## config.mk

```make
export PLATFORM = sky130hd
export DESIGN_NAME = lbog_ctrl
export DESIGN_NICKNAME = d
export VERILOG_FILES = /design/src/lbog_pkg.sv /design/src/lbog_ctrl.sv
export SDC_FILE = /design/constraint.sdc
export NUM_CORES = 1
export LEC_CHECK = 0
export BUFFER_PORTS_ARGS = -buffer_cell sky130_fd_sc_hd__buf_4
export CORE_ASPECT_RATIO = 0.9
export CORE_MARGIN = 2
export CORE_UTILIZATION = 39
export CTS_BUF_LIST = sky130_fd_sc_hd__clkbuf_8
export DETAILED_ROUTE_END_ITERATION = 16
export GPL_ROUTABILITY_DRIVEN = 1
export PLACE_DENSITY_LB_ADDON = 0.25
export SKIP_CTS_REPAIR_TIMING = 1
export SYNTH_ARGS = -nofsm -noshare
export SYNTH_HDL_FRONTEND = slang
export SYNTH_SLANG_ARGS = --single-unit
export TNS_END_PERCENT = 100
```

## constraint.sdc

```tcl
create_clock -name clock -period 1.6 [get_ports clock]
set_input_delay 0.32 -clock clock [delete_from_list [all_inputs] [get_ports clock]]
set_output_delay 0.32 -clock clock [all_outputs]
set_load 0.02 [all_outputs]
```

## src/lbog_pkg.sv

```systemverilog
// Shared types and constants of the laser beam occupancy grid update unit.
// No dependencies; every other file but lbog_req_if.sv refers to it by scoped names.
package lbog_pkg;

   // Sample positions need 34 bits plus the map offset; 48 covers every legal grid and FRAC_BITS.
   localparam int POS_W = 48;

   localparam int SIN_A = 51472;
   localparam int SIN_B = 21166;
   localparam int SIN_C = 2462;

   localparam int ADDR_W = 5;

   localparam logic CMD_LANDMARK = 1'b1;

   localparam logic [1:0] CLASS_FREE      = 2'd0;
   localparam logic [1:0] CLASS_UNDECIDED = 2'd1;
   localparam logic [1:0] CLASS_OCCUPIED  = 2'd2;

   typedef enum logic [2:0] {
      REG_ANGLE_START,
      REG_ANGLE_STEP,
      REG_RANGE_LOWER,
      REG_RANGE_UPPER,
      REG_FREE_INC,
      REG_OCC_INC,
      REG_OCC_LIMIT,
      REG_FREE_LIMIT
   } reg_index_type;

   typedef struct packed {
      logic [15:0]        angle_start;
      logic [15:0]        angle_step;
      logic [13:0]        range_lower;
      logic [13:0]        range_upper;
      logic signed [15:0] free_inc;
      logic [14:0]        occ_inc;
      logic signed [15:0] occ_limit;
      logic signed [15:0] free_limit;
   } cfg_type;

   typedef struct packed {
      logic               cmd;
      logic signed [15:0] point_x;
      logic signed [15:0] point_y;
      logic [15:0]        heading;
      logic [9:0]         beam_number;
      logic [15:0]        beam_range;
   } item_type;

   typedef struct packed {
      logic [15:0]        cell_index;
      logic [1:0]         cell_class;
      logic signed [15:0] cell_log_odds;
      logic               last;
   } result_type;

   typedef enum logic [4:0] {
      OP_NONE,
      OP_CLEAR,
      OP_LOAD,
      OP_ANGLE,
      OP_SIN_GO,
      OP_SIN_SAVE,
      OP_COS_GO,
      OP_COS_SAVE,
      OP_WALK_INIT,
      OP_SNAP,
      OP_SQX,
      OP_SQY,
      OP_DECIDE,
      OP_UPDATE,
      OP_ADVANCE,
      OP_END_X,
      OP_END_Y,
      OP_FLUSH
   } op_type;

   typedef enum logic [1:0] {
      PH_SAMPLE,
      PH_END,
      PH_LANDMARK
   } phase_type;

   typedef struct packed {
      op_type    op;
      phase_type phase;
   } cmd_type;

   typedef struct packed {
      logic clr_done;
      logic landmark;
      logic in_range;
      logic sine_done;
      logic loop_more;
      logic in_map;
      logic emit_ok;
      logic can_push;
      logic pend_valid;
      logic out_free;
   } status_type;

endpackage

```

## src/lbog_ctrl.sv

```systemverilog
// Controller state machine: sequences trig, the beam walk, the end point and result flushing.
// Talks to lbog_datapath only through lbog_pkg::cmd_type and lbog_pkg::status_type.
module lbog_ctrl (
   input  logic                 clock,
   input  logic                 reset,
   input  logic                 req_valid,
   output logic                 req_ready,
   input  lbog_pkg::status_type status,
   output lbog_pkg::cmd_type    cmd
);

   typedef enum logic [4:0] {
      ST_CLEAR,
      ST_IDLE,
      ST_DISPATCH,
      ST_ANGLE,
      ST_SIN_GO,
      ST_SIN_WAIT,
      ST_COS_GO,
      ST_COS_WAIT,
      ST_WALK_INIT,
      ST_STEP_TEST,
      ST_SNAP,
      ST_SQX,
      ST_SQY,
      ST_DECIDE,
      ST_UPDATE,
      ST_NEXT,
      ST_END_X,
      ST_END_Y,
      ST_FINISH
   } state_type;

   state_type           state_ff;
   lbog_pkg::phase_type phase_ff;
   state_type           skip_dest;

   // Samples continue the walk; the end point and landmarks close the transaction.
   assign skip_dest = (phase_ff == lbog_pkg::PH_SAMPLE) ? ST_NEXT : ST_FINISH;

   always_ff @(posedge clock) begin
      if (reset) begin
         state_ff <= ST_CLEAR;
         phase_ff <= lbog_pkg::PH_SAMPLE;
      end else begin
         unique case (state_ff)
            ST_CLEAR:    if (status.clr_done) state_ff <= ST_IDLE;
            ST_IDLE:     if (req_valid) state_ff <= ST_DISPATCH;
            ST_DISPATCH: begin
               if (status.landmark) begin
                  phase_ff <= lbog_pkg::PH_LANDMARK;
                  state_ff <= ST_WALK_INIT;
               end else if (!status.in_range) begin
                  state_ff <= ST_IDLE;
               end else begin
                  state_ff <= ST_ANGLE;
               end
            end
            ST_ANGLE:    state_ff <= ST_SIN_GO;
            ST_SIN_GO:   state_ff <= ST_SIN_WAIT;
            ST_SIN_WAIT: if (status.sine_done) state_ff <= ST_COS_GO;
            ST_COS_GO:   state_ff <= ST_COS_WAIT;
            ST_COS_WAIT: begin
               if (status.sine_done) begin
                  phase_ff <= lbog_pkg::PH_SAMPLE;
                  state_ff <= ST_WALK_INIT;
               end
            end
            ST_WALK_INIT: begin
               state_ff <= (phase_ff == lbog_pkg::PH_LANDMARK) ? ST_SNAP : ST_STEP_TEST;
            end
            ST_STEP_TEST: begin
               if (status.loop_more) begin
                  state_ff <= ST_SNAP;
               end else begin
                  phase_ff <= lbog_pkg::PH_END;
                  state_ff <= ST_END_X;
               end
            end
            ST_SNAP:     state_ff <= ST_SQX;
            ST_SQX:      state_ff <= status.in_map ? ST_SQY : skip_dest;
            ST_SQY:      state_ff <= ST_DECIDE;
            ST_DECIDE:   state_ff <= ST_UPDATE;
            ST_UPDATE: begin
               if (!status.emit_ok)
                  state_ff <= skip_dest;
               else if (status.can_push)
                  state_ff <= skip_dest;
            end
            ST_NEXT:     state_ff <= ST_STEP_TEST;
            ST_END_X:    state_ff <= ST_END_Y;
            ST_END_Y:    state_ff <= ST_SNAP;
            ST_FINISH:   if (!status.pend_valid || status.out_free) state_ff <= ST_IDLE;
            default:     state_ff <= ST_IDLE;
         endcase
      end
   end

   always_comb begin
      cmd.phase = phase_ff;
      req_ready = state_ff == ST_IDLE;
      unique case (state_ff)
         ST_CLEAR:     cmd.op = lbog_pkg::OP_CLEAR;
         ST_IDLE:      cmd.op = req_valid ? lbog_pkg::OP_LOAD : lbog_pkg::OP_NONE;
         ST_ANGLE:     cmd.op = lbog_pkg::OP_ANGLE;
         ST_SIN_GO:    cmd.op = lbog_pkg::OP_SIN_GO;
         ST_SIN_WAIT:  cmd.op = lbog_pkg::OP_SIN_SAVE;
         ST_COS_GO:    cmd.op = lbog_pkg::OP_COS_GO;
         ST_COS_WAIT:  cmd.op = lbog_pkg::OP_COS_SAVE;
         ST_WALK_INIT: cmd.op = lbog_pkg::OP_WALK_INIT;
         ST_SNAP:      cmd.op = lbog_pkg::OP_SNAP;
         ST_SQX:       cmd.op = lbog_pkg::OP_SQX;
         ST_SQY:       cmd.op = lbog_pkg::OP_SQY;
         ST_DECIDE:    cmd.op = lbog_pkg::OP_DECIDE;
         ST_UPDATE:    cmd.op = (status.emit_ok && status.can_push) ? lbog_pkg::OP_UPDATE
                                                                    : lbog_pkg::OP_NONE;
         ST_NEXT:      cmd.op = lbog_pkg::OP_ADVANCE;
         ST_END_X:     cmd.op = lbog_pkg::OP_END_X;
         ST_END_Y:     cmd.op = lbog_pkg::OP_END_Y;
         ST_FINISH:    cmd.op = lbog_pkg::OP_FLUSH;
         default:      cmd.op = lbog_pkg::OP_NONE;
      endcase
   end

   idle_empty_check: assert property (@(posedge clock) disable iff (reset)
      (state_ff == ST_IDLE) |-> !status.pend_valid)
      else $error("a held result survived the end of its transaction");

   ready_after_clear_check: assert property (@(posedge clock) disable iff (reset)
      req_ready |-> status.clr_done)
      else $error("item accepted before the store clearing pass ended");

   update_holds_check: assert property (@(posedge clock) disable iff (reset)
      (state_ff == ST_UPDATE && status.emit_ok && status.can_push) |=> status.pend_valid)
      else $error("store update did not leave a held result");

endmodule

```

==> results.py <==
metrics = {
    "pwr": {
        "p_clk_share_pct": 24.0,
        "fin_total_pwr_mw": 1.01,
        "ir_drop_mv": 0.806,
        "internal_power_mw": 0.641,
        "swShare_pct": 36.7,
        "combPwrFrac_pct": 55.2,
        "seq_power_share_pct": 20.8,
        "p_sw_mw": 0.372,
        "powerDensity_mw_per_mm2": 652,
        "power_leakage_nw": 0.650,
    },
    "clock_network": {
        "cts_made_buffers": 3,
        "clockRootBuffer": "clkbuf_8",
        "clock-sinks": 7,
        "cts_tree": "built",
        "clk_path_buf_depth": 2,
        "clk_pin_slew_ps": 40,
        "clk-insertion-delay-late_ps": 230,
        "cts-htree-levels": 1,
    },
    "grt": {
        "track_usage_pct": 26.2,
        "antenna_found_initial": 0,
        "grt-ovfl-total": 0,
        "grt-busiest-layer": "met2",
        "grt_pass1_wl_mm": 5.33,
        "grt_use_met2_pct": 41.7,
        "grt_pass1_vias": 1161,
        "grt_max_degree": 16,
        "met3_usage_pct": 4.24,
        "globalRouteMet1Util_pct": 37.3,
    },
    "sta": {
        "skew_ps": 6.27,
        "maxSlewViolCount": 0,
        "rsz0062_at_grt": "true",
        "layout_min_cycle_time_ps": 1730,
        "setup_viol": 11,
        "worstMarginPinSlew_ps": 399,
        "slew_headroom_pct": 73.3,
        "final.setup.tns_ps": -722,
        "hold_violations": 0,
        "max_freq_ghz": 0.577,
        "fin_ws_ps": -132,
        "post-route-period-util_pct": 108,
    },
    "yosys": {
        "synthArstFlopShare_pct": 0,
        "ys_types": 48,
        "synth_area_leaders": "dfxtp_1, a21oi_1, o21ai_0",
        "avgSynthCellArea_um2": 6.95,
        "synth_top_area_share_pct": 15.3,
        "syn_area_um2": 917,
        "synth_ff_type": "dfxtp_1",
        "synth_edf_count": 0,
        "synth-seq-cells": 7,
        "synth_fp_nets": 145,
        "synth_seq_area_share_pct": 15.3,
        "syn_inst": 132,
        "yosys-top-cells-count": "a21oi_1, nor2_1, nand2_1, o21ai_0",
        "synth_largest_area_cell": "dfxtp_1",
        "yosys_warnings": 0,
    },
    "routing": {
        "drcViolationCount": 0,
        "ant_nets": 0,
        "wirelength_mm": 3.67,
        "wire_per_inst_um": 16.9,
        "viasPerCell": 5.99,
        "dr.pass1.iters": 4,
        "drtIter0Drc": 30,
        "num_vias": 1299,
    },
    "status": {
        "status": "finished, violations left",
        "violations": "setup timing",
    },
    "setup_path": {
        "critPathArrivalTime_ps": 1410,
        "cp_common_cell": "buf_6",
        "r2r_end": "state_ff[1]",
        "crit_chain": "buf_6, or2_4, nor2_4, buf_4, o2bb2ai_2, buf_6",
        "crit_family": "buffers and inverters",
        "cp-start-kind": "flip-flop",
        "worst_ep_required_time_ps": 1280,
        "path_class": "flip-flop to output pin",
        "end_kind": "output pin",
        "r2r_cells": 4,
        "crit_buf_inv": 3,
        "reg2reg_setup_slack_ps": -110,
        "timing.rr.start": "state_ff[4]",
        "slowest_stage": "dfxtp_2",
        "cpPeakStageDelay_ps": 340,
        "critPathMaxFanout": 6,
    },
    "finish": {
        "syn_to_final_growth_pct": 69.4,
        "fin_nets": 204,
        "n_antenna_cell": 0,
        "postLayoutCoreUtil_pct": 70.6,
        "fillers": 179,
        "drive_gt1_share_pct": 50.5,
    },
    "floorplanning": {
        "fp-row-count": 16,
        "die-area_mm2": 0.00276,
        "die_h_um": 50.0,
        "initial_utilization_pct": 41.6,
        "fp.dieW_um": 55.1,
        "core-area_mm2": 0.00220,
        "ios": 21,
    },
    "run": {
        "drv_cap": 0,
    },
    "hold_path": {
        "min_path_cells": 2,
        "hold_path.class": "input port to flip-flop",
        "hold_start": "reset",
        "min_to": "state_ff[2]",
    },
    "placement": {
        "pre_cts_slack_ps": -140,
        "dp.final_hpwl_mm": 2.56,
        "gp_congestion": 0.938,
        "io_buffers": 20,
    },
}
==> metrics by stage <==
stage	std cells	hold WS [ps]	cell area, µm²
4_1_cts	209	318	1390
3_3_place_gp	205	507	1350
6_report	217	319	1550
2_1_floorplan	132	528	946
5_1_grt	217	335	1550
3_5_place_dp	205	530	1350
==> power groups by stage <==
stage | sequential [mW] | combinational [mW] | clock [mW]
detailed placement | 0.216 | 0.466 | 0
global route | 0.212 | 0.599 | 0.257
floorplan | 0.202 | 0.258 | 0
CTS | 0.213 | 0.468 | 0.245
finish | 0.211 | 0.559 | 0.243
global placement | 0.216 | 0.458 | 0
==> metal layers <==
metal | vias to the layer above | routed length, µm
li1 | 616 | -
met1 | 599 | 1530
met2 | 73 | 1780
met3 | 11 | 301
met4 | 0 | 61
met5 | - | 0
==> flip-flops by register name, summed over array words and instances, names as in the netlist <==
register	count
phase_ff	2
state_ff	5
==> cells in the final DEF, fill, tap and decap left out, types with 3 or more instances in the layout <==
master and count:
a21oi_1 9, a21oi_2 3, and2_1 4, buf_4 53, buf_6 10, clkbuf_8 3
dfxtp_4 4, inv_1 3, nand2_1 9, nand2b_1 5, nand3_1 4, nand3b_1 4
nor2_1 10, nor2b_1 4, nor2b_2 3, nor3_1 3, nor3b_1 3, o21ai_0 7
==> cell type report <==
type	count	area (µm²)	area share (%)
well taps	27	33.8	2.17
multi-input cells	111	787	50.6
flip-flops and latches	7	156	10.1
repair buffers	65	520	33.5
clock inverters	1	3.75	0.242
clock buffers	3	41.3	2.66
inverters	3	11.3	0.725
==> cells by family (layout without fill, tap and decap cells) <==
group	Yosys count	count (layout)	synth area share, %
buf+inv	14	72	7.50
mux	2	2	2.18
simple gates	62	62	39.0
flops	7	7	15.3
compound gates	47	47	36.0
==> worst max-delay path by stage <==
stage	depth (start not counted)	slack, ps	startpoint	end
6_report	6	-130	state_ff[2]	cmd[3]
5_1_grt	7	-210	state_ff[2]	cmd[3]
4_1_cts	6	-330	state_ff[3]	cmd[3]
3_5_place_dp	6	-140	state_ff[0]	state_ff[1]
3_3_place_gp	5	-160	state_ff[3]	state_ff[0]
2_1_floorplan	5	-70	state_ff[4]	cmd[5]
Power figures use the tool's default switching activity.
